[config.mk]
export PLATFORM = sky130hd
export DESIGN_NAME = motor_command_frame_builder
export DESIGN_NICKNAME = d
export VERILOG_FILES = /design/src/mcfb_pkg.sv /design/src/mcfb_encode.sv /design/src/mcfb_serializer.sv /design/src/motor_command_frame_builder.sv
export SDC_FILE = /design/constraint.sdc
export NUM_CORES = 1
export LEC_CHECK = 0
export BUFFER_PORTS_ARGS = -buffer_cell sky130_fd_sc_hd__buf_4
export CORE_UTILIZATION = 50
export CTS_CLUSTER_DIAMETER = 100
export DETAILED_ROUTE_END_ITERATION = 12
export PLACE_DENSITY = 0.67
export SLEW_MARGIN = 20
export SYNTH_ARGS = -nofsm -noshare
export SYNTH_HDL_FRONTEND = slang
export SYNTH_SLANG_ARGS = --single-unit
[constraint.sdc]
create_clock -name clk_i -period 11.6 [get_ports clk_i]
set_input_delay 2.32 -clock clk_i [delete_from_list [all_inputs] [get_ports clk_i]]
set_output_delay 2.32 -clock clk_i [all_outputs]
set_load 0.1 [all_outputs]
[src/mcfb_pkg.sv]
`timescale 1ns / 1ps
package mcfb_pkg;

  localparam int unsigned FrameBytes = 8;
  localparam int unsigned ByteIdxW   = 3;
  localparam int unsigned CfgIdxW    = 1;

  localparam logic [CfgIdxW-1:0] CfgReceiverId = 1'b0;
  localparam logic [CfgIdxW-1:0] CfgSenderId   = 1'b1;

  localparam logic [7:0] ReceiverIdReset = 8'd183;
  localparam logic [7:0] SenderIdReset   = 8'd172;
  localparam logic [7:0] IdSetMotor      = 8'd254;
  localparam logic [7:0] DefaultData     = 8'h55;
  localparam logic [7:0] KeyData         = 8'hAA;
  localparam logic [7:0] FlagData        = 8'h01;

  typedef enum logic [3:0] {
    ReqDefault      = 4'd0,
    ReqTorqueOff    = 4'd1,
    ReqBrake        = 4'd2,
    ReqCmd          = 4'd3,
    ReqAlarmReset   = 4'd4,
    ReqPosReset     = 4'd5,
    ReqMainBc       = 4'd6,
    ReqMonitorBc    = 4'd7,
    ReqPresetSave   = 4'd8,
    ReqPresetRecall = 4'd9,
    ReqVel          = 4'd10,
    ReqVelX10       = 4'd11,
    ReqOpenVel      = 4'd12,
    ReqIdSet        = 4'd13,
    ReqBaud         = 4'd14
  } req_kind_e;

  typedef struct packed {
    logic signed [15:0] value;
    logic [7:0]         motor_id;
    logic [3:0]         req_type;
  } req_t;

  typedef struct packed {
    logic [FrameBytes-1:0][7:0] bytes;
    logic [ByteIdxW-1:0]        last_idx;
    logic                       err;
  } frame_t;

endpackage

[src/mcfb_encode.sv]
`timescale 1ns / 1ps
module mcfb_encode (
  input  mcfb_pkg::req_t   req_i,
  input  logic [7:0]       receiver_id_i,
  input  logic [7:0]       sender_id_i,
  output mcfb_pkg::frame_t frame_o
);
  import mcfb_pkg::*;

  logic [7:0]  lo;
  logic [7:0]  hi;
  logic [15:0] x10;
  logic [7:0]  motor;
  logic [7:0]  param;
  logic [7:0]  d0;
  logic [7:0]  d1;
  logic        two;
  logic        bad;
  logic [7:0]  sum;
  logic [7:0]  chk;

  assign lo  = req_i.value[7:0];
  assign hi  = req_i.value[15:8];
  // value * 10 wrapped to 16 bits
  assign x10 = {req_i.value[12:0], 3'b000} + {req_i.value[14:0], 1'b0};

  always_comb begin
    motor = req_i.motor_id;
    param = 8'd0;
    d0    = 8'd0;
    d1    = 8'd0;
    two   = 1'b0;
    bad   = 1'b0;
    case (req_i.req_type)
      ReqDefault:    begin param = 8'd3;  d0 = DefaultData; end
      ReqTorqueOff:  begin param = 8'd5;  d0 = FlagData; end
      ReqBrake:      begin param = 8'd6;  d0 = FlagData; end
      ReqCmd:        begin param = 8'd10; d0 = lo; end
      ReqAlarmReset: begin param = 8'd12; d0 = FlagData; end
      ReqPosReset:   begin param = 8'd13; d0 = FlagData; end
      ReqMainBc:     begin param = 8'd14; d0 = lo; end
      ReqMonitorBc:  begin param = 8'd15; d0 = lo; end
      ReqPresetSave, ReqPresetRecall: begin
        bad   = (req_i.value < 16'sd1) || (req_i.value > 16'sd20);
        param = (req_i.req_type == ReqPresetSave) ? 8'd31 : 8'd32;
        d0    = lo;
      end
      ReqVel: begin
        param = 8'd130; two = 1'b1; d0 = lo; d1 = hi;
      end
      ReqVelX10: begin
        param = 8'd131; two = 1'b1; d0 = x10[7:0]; d1 = x10[15:8];
      end
      ReqOpenVel: begin
        bad   = (req_i.value < -16'sd1023) || (req_i.value > 16'sd1023);
        param = 8'd134; two = 1'b1; d0 = lo; d1 = hi;
      end
      ReqIdSet: begin
        bad   = (req_i.value < 16'sd1) || (req_i.value > 16'sd253);
        param = 8'd133; two = 1'b1; motor = IdSetMotor; d0 = KeyData; d1 = lo;
      end
      ReqBaud: begin
        param = 8'd135; two = 1'b1; d0 = KeyData; d1 = lo;
      end
      default: bad = 1'b1;
    endcase
  end

  assign sum = receiver_id_i + sender_id_i + motor + param + {6'd0, two, ~two} + d0 + d1;
  assign chk = 8'd0 - sum;

  always_comb begin
    frame_o = '0;
    if (bad) begin
      frame_o.err      = 1'b1;
      frame_o.last_idx = '0;
    end else begin
      frame_o.bytes[0] = receiver_id_i;
      frame_o.bytes[1] = sender_id_i;
      frame_o.bytes[2] = motor;
      frame_o.bytes[3] = param;
      frame_o.bytes[4] = {6'd0, two, ~two};
      frame_o.bytes[5] = d0;
      frame_o.bytes[6] = two ? d1 : chk;
      frame_o.bytes[7] = chk;
      frame_o.last_idx = two ? ByteIdxW'(7) : ByteIdxW'(6);
    end
  end

endmodule

[src/mcfb_serializer.sv]
`timescale 1ns / 1ps
module mcfb_serializer (
  input  logic             clk_i,
  input  logic             rst_ni,
  input  logic             frame_valid_i,
  input  mcfb_pkg::frame_t frame_i,
  output logic             frame_ready_o,
  output logic             out_valid_o,
  input  logic             out_ready_i,
  output logic [7:0]       out_byte_o,
  output logic             out_last_o,
  output logic             out_err_o
);
  import mcfb_pkg::*;

  logic                frame_valid_q, frame_valid_d;
  frame_t              frame_q;
  logic [ByteIdxW-1:0] idx_q, idx_d;
  logic                out_valid_q, out_valid_d;
  logic [7:0]          out_byte_q;
  logic                out_last_q;
  logic                out_err_q;
  logic                out_load;
  logic                at_last;
  logic                frame_load;

  assign out_load      = !out_valid_q || out_ready_i;
  assign at_last       = (idx_q == frame_q.last_idx);
  assign frame_ready_o = !frame_valid_q || (out_load && at_last);
  assign frame_load    = frame_valid_i && frame_ready_o;

  always_comb begin
    frame_valid_d = frame_valid_q;
    idx_d         = idx_q;
    out_valid_d   = out_valid_q;
    if (out_load) begin
      out_valid_d = frame_valid_q;
      if (frame_valid_q) begin
        idx_d = idx_q + 1'b1;
        if (at_last) begin
          frame_valid_d = 1'b0;
        end
      end
    end
    if (frame_load) begin
      frame_valid_d = 1'b1;
      idx_d         = '0;
    end
  end

  always_ff @(posedge clk_i or negedge rst_ni) begin
    if (!rst_ni) begin
      frame_valid_q <= 1'b0;
      idx_q         <= '0;
      out_valid_q   <= 1'b0;
    end else begin
      frame_valid_q <= frame_valid_d;
      idx_q         <= idx_d;
      out_valid_q   <= out_valid_d;
    end
  end

  always_ff @(posedge clk_i) begin
    if (frame_load) begin
      frame_q <= frame_i;
    end
    if (out_load && frame_valid_q) begin
      out_byte_q <= frame_q.bytes[idx_q];
      out_last_q <= at_last;
      out_err_q  <= frame_q.err;
    end
  end

  assign out_valid_o = out_valid_q;
  assign out_byte_o  = out_byte_q;
  assign out_last_o  = out_last_q;
  assign out_err_o   = out_err_q;

endmodule

[src/motor_command_frame_builder.sv]
`timescale 1ns / 1ps
// path: request register, then serializer frame register, then master-side byte register
// throughput: one byte per cycle unless m_axis_tready stalls; a request gives 7 or 8 bytes,
// or 1 on a range error, so the byte port sets the pace at which requests are taken
// the next request is registered while the current frame is still being sent
// reset: asynchronous active low; clears all valid flags, ids return to 183 and 172
module motor_command_frame_builder (
  input  logic                          clk_i,
  input  logic                          rst_ni,
  input  logic                          s_axis_tvalid,
  output logic                          s_axis_tready,
  input  logic [31:0]                   s_axis_tdata,  // req_type, motor_id, value, zero pad
  output logic                          m_axis_tvalid,
  input  logic                          m_axis_tready,
  output logic [7:0]                    m_axis_tdata,  // out_byte
  output logic                          m_axis_tlast,
  output logic                          m_axis_tuser,  // range_error
  input  logic                          cfg_we_i,
  input  logic [mcfb_pkg::CfgIdxW-1:0]  cfg_idx_i,
  input  logic [7:0]                    cfg_data_i
);
  import mcfb_pkg::*;

  logic       req_valid_q, req_valid_d;
  req_t       req_q;
  logic [7:0] receiver_id_q;
  logic [7:0] sender_id_q;
  frame_t     frame;
  logic       frame_ready;
  logic       in_load;

  assign s_axis_tready = !req_valid_q || frame_ready;
  assign in_load       = s_axis_tvalid && s_axis_tready;

  always_comb begin
    req_valid_d = req_valid_q;
    if (frame_ready) begin
      req_valid_d = 1'b0;
    end
    if (in_load) begin
      req_valid_d = 1'b1;
    end
  end

  always_ff @(posedge clk_i or negedge rst_ni) begin
    if (!rst_ni) begin
      req_valid_q   <= 1'b0;
      receiver_id_q <= ReceiverIdReset;
      sender_id_q   <= SenderIdReset;
    end else begin
      req_valid_q <= req_valid_d;
      if (cfg_we_i) begin
        case (cfg_idx_i)
          CfgReceiverId: receiver_id_q <= cfg_data_i;
          CfgSenderId:   sender_id_q   <= cfg_data_i;
          default:       ;
        endcase
      end
    end
  end

  always_ff @(posedge clk_i) begin
    if (in_load) begin
      req_q <= s_axis_tdata[27:0];
    end
  end

  mcfb_encode u_encode (
    .req_i         (req_q),
    .receiver_id_i (receiver_id_q),
    .sender_id_i   (sender_id_q),
    .frame_o       (frame)
  );

  mcfb_serializer u_serializer (
    .clk_i         (clk_i),
    .rst_ni        (rst_ni),
    .frame_valid_i (req_valid_q),
    .frame_i       (frame),
    .frame_ready_o (frame_ready),
    .out_valid_o   (m_axis_tvalid),
    .out_ready_i   (m_axis_tready),
    .out_byte_o    (m_axis_tdata),
    .out_last_o    (m_axis_tlast),
    .out_err_o     (m_axis_tuser)
  );

endmodule

==> impl_metrics.toml <==
[run_status]
violations = "DRC"
status = "complete, but fails checks"

[route]
routed_wl_um = 16100
first_pass_iters = 9
post_drt_wl_per_cell_um = 18.0
top_layer_used = "met4"
dr_wl_met2_um = 7800
wl_met3_um = 888
ant_nets = 0
drc = 1
dr_total_vias = 5106
drt-met1-wl_um = 7200
post_drt_via_cell_ratio = 5.71
drtIter0Drc = 448

[worst_setup_path]
crit_required_ns = 11.75
crit_arrival_ns = 6.37
timing.rr.end = "u_serializer.frame_q[67]"
reg2regPathDepth = 22
rrSetupSlack_ns = 5.38
r2r_start = "req_q[14]"
crit_type = "reg -> reg"
worstPathMaxFanout = 10
critPathLaunchType = "flip-flop"
endpoint_kind = "flip-flop"

[clock_network]
cts_made_buffers = 17
cts.sinks = 119
worstSkewPairLatency_ns = 0.41
postCtsHoldBufs = 0
cts_tree = "yes"
cts_resized = 0
cts_setup_buffers = 0
clkTransAtPathRegs_ns = 0.06
h-tree-depth = 4
cts.root.buffer_cell = "clkbuf_16"
clockBufferDepth = 2

[worst_hold_path]
min-delay-start = "u_serializer.frame_q[0]"
holdCritPathClass = "reg -> reg"
holdPathEnd = "u_serializer.out_err_o"
hold_path_depth = 0

[run]
max_cap_viol_count = 0

[layout]
drive_gt1_frac = 0.188
utilization = 0.587
nFillCells = 1181
final_cell_mix = "edfxtp_1 (97), inv_1 (69), buf_4 (59)"
area_delta_synth_final_pct = 15.0
num_antenna_cells = 0
layout_commonest_cell = "edfxtp_1"
final_nets = 805

[sta]
setup_tns_ns = 0
rsz0062_at_grt = "false"
worst_slew_pin_slew_ns = 1.01
relSlewSlack = 0.328
setup_viol = 0
clock_skew_ns = 0.0104
timing.final.crit_period_ns = 6.22
finalHoldViolations = 0
drv_slew = 0
min_period_over_period = 0.537
fmax_mhz = 161

[placed_design]
io_buffers = 53
gp_congestion = 0.883
post-dp-hpwl_um = 11500

[pwr]
power_density_mw_per_mm2 = 307
vdd_drop_max_v = 0.000238
power.leakage_uw = 0.00336

[yosys]
avgSynthCellArea_um2 = 11.3
synth-edff-count = 97
yosys_most_used_dff = "edfxtp_1"
ys_warn_count = 0
synth-simple-area-share = 0.110
synth_top_family_by_area = "adder cells"
synth_top_area_cell = "edfxtp_1"
synth.distinct_cells = 60
synth_top_area_frac = 0.394
synth_compound_area_frac = 0.130
syn_area_mm2 = 0.00739
synth.mux.area_fraction = 0.0669
syn-num-nets = 759
synth-adder-area-share = 0.131
synthXorXnorAreaFrac = 0.0339
synth_async_sr_flop_share = 0.185
synth-seq-cells = 119
yosysSeqAreaShare = 0.470
synthCells = 652
synth.area.top_cells = "edfxtp_1 (39%), fa_1 (7.3%), ha_1 (5.8%)"

[global_routing]
overflow = 0
grt_usage = 0.234
grt_pass1_vias = 5032
grt_max_degree = 63
grt_pass1_wl_um = 26100
antenna_found_initial = 0

[die]
die_area_mm2 = 0.0153
initial_core_util = 0.510
coreArea_mm2 = 0.0145
die_h_um = 124
num_rows = 44
die_w_um = 124
ios = 58
worst max path at each step:
| stage | endpoint | slack [ns] | from |
|---|---|---|---|
| floorplan | s_axis_tready | 5.92 | m_axis_tready |
| global placement | u_serializer.frame_q[67] | 5.47 | req_q[14] |
| detailed placement | u_serializer.frame_q[67] | 5.36 | req_q[14] |
| CTS | u_serializer.frame_q[67] | 5.31 | req_q[14] |
| global route | u_serializer.frame_q[67] | 5.03 | req_q[14] |
| finish | u_serializer.frame_q[67] | 5.38 | req_q[14] |
logic make-up (layout without fill, tap and decap cells):
logic type / Yosys count / count (layout)
flip-flops: 119 / 119
AND/OR/NAND/NOR: 164 / 164
buffers and inverters: 103 / 162
multiplexers: 36 / 36
adder cells (fa/ha/maj): 61 / 61
AO/OA/AOI/OAI: 142 / 142
XOR/XNOR: 27 / 27
registers in the layout, indices dropped and copies added, names as in the netlist:
register / flops
sender_id_q: 8
receiver_id_q: 8
req_valid_q: 1
u_serializer.out_byte_o: 8
u_serializer.out_valid_o: 1
u_serializer.frame_valid_q: 1
u_serializer.out_last_o: 1
req_q: 28
u_serializer.frame_q: 59
u_serializer.out_err_o: 1
u_serializer.idx_q: 3
layout make-up:
type	count	area (µm²)	area share
Timing Repair Buffer	60	463	0.0545
Tap cell	184	230	0.0271
Clock inverter	5	38.8	0.00456
Inverter	70	263	0.0309
Multi-Input combinational cell	430	3490	0.411
Sequential cell	119	3480	0.409
Clock buffer	27	536	0.0630
synthesized netlist by cell type (3+ instances only):
master	n
edfxtp_1	97
inv_1	69
nor2_1	57
ha_1	34
o21ai_0	31
nand2_1	30
a21oi_1	28
fa_1	27
nor2b_1	23
xnor2_1	19
mux2_2	17
a22oi_1	13
o21a_1	13
dfrtp_1	12
buf_2	11
nor3_1	11
clkbuf_1	10
dfstp_2	10
mux2i_1	10
mux4_2	9
nand3_1	9
nand3b_1	8
a22o_1	7
buf_1	7
xor2_1	7
and2_1	6
nand2b_1	6
o22ai_1	6
a21o_1	5
o211ai_1	5
a211oi_1	4
a221o_1	4
o31ai_1	4
a31oi_1	3
a32o_1	3
buf_6	3
nand4_1	3
or3_1	3
per-stage QoR:
step / power [µW] / area [µm²] / instances / hold WS (ns) / worst slack (ns)
global placement: 2070 / 7900 / 862 / 0.405 / 5.47
detailed placement: 2110 / 7900 / 862 / 0.419 / 5.36
floorplan: 1800 / 7390 / 652 / 0.400 / 5.92
CTS: 2620 / 8480 / 894 / 0.422 / 5.31
finish: 2610 / 8500 / 895 / 0.420 / 5.38
global route: 2820 / 8500 / 895 / 0.433 / 5.03
worst max-delay path: stages, from the launching register on:
cell and delay, ns:
edfxtp_1 0.55, ha_1 0.29, fa_1 0.43, a211oi_1 0.37, o21a_1 0.23, o21ba_2 0.16, xor2_1 0.18, o22ai_1 0.18
ha_1 0.35, inv_1 0.05, fa_1 0.46, fa_1 0.55, inv_1 0.06, fa_1 0.59, inv_1 0.06, ha_1 0.31
a211oi_1 0.23, o21bai_1 0.11, a21oi_1 0.18, xnor2_1 0.12, xnor2_1 0.28, xor2_1 0.19, nor2_1 0.05
metal layers:
layer	vias to the layer above	GRT usage
li1	2437	-
met3	15	0.0627
met1	2522	0.311
met5	-	0
met4	0	0.0655
met2	132	0.377
power by group:
part / switching (µW) / internal, µW
Clock: 184 / 316
Combinational: 806 / 598
Sequential: 73.8 / 628
Total: 1060 / 1540
Power figures use the tool's default switching activity.
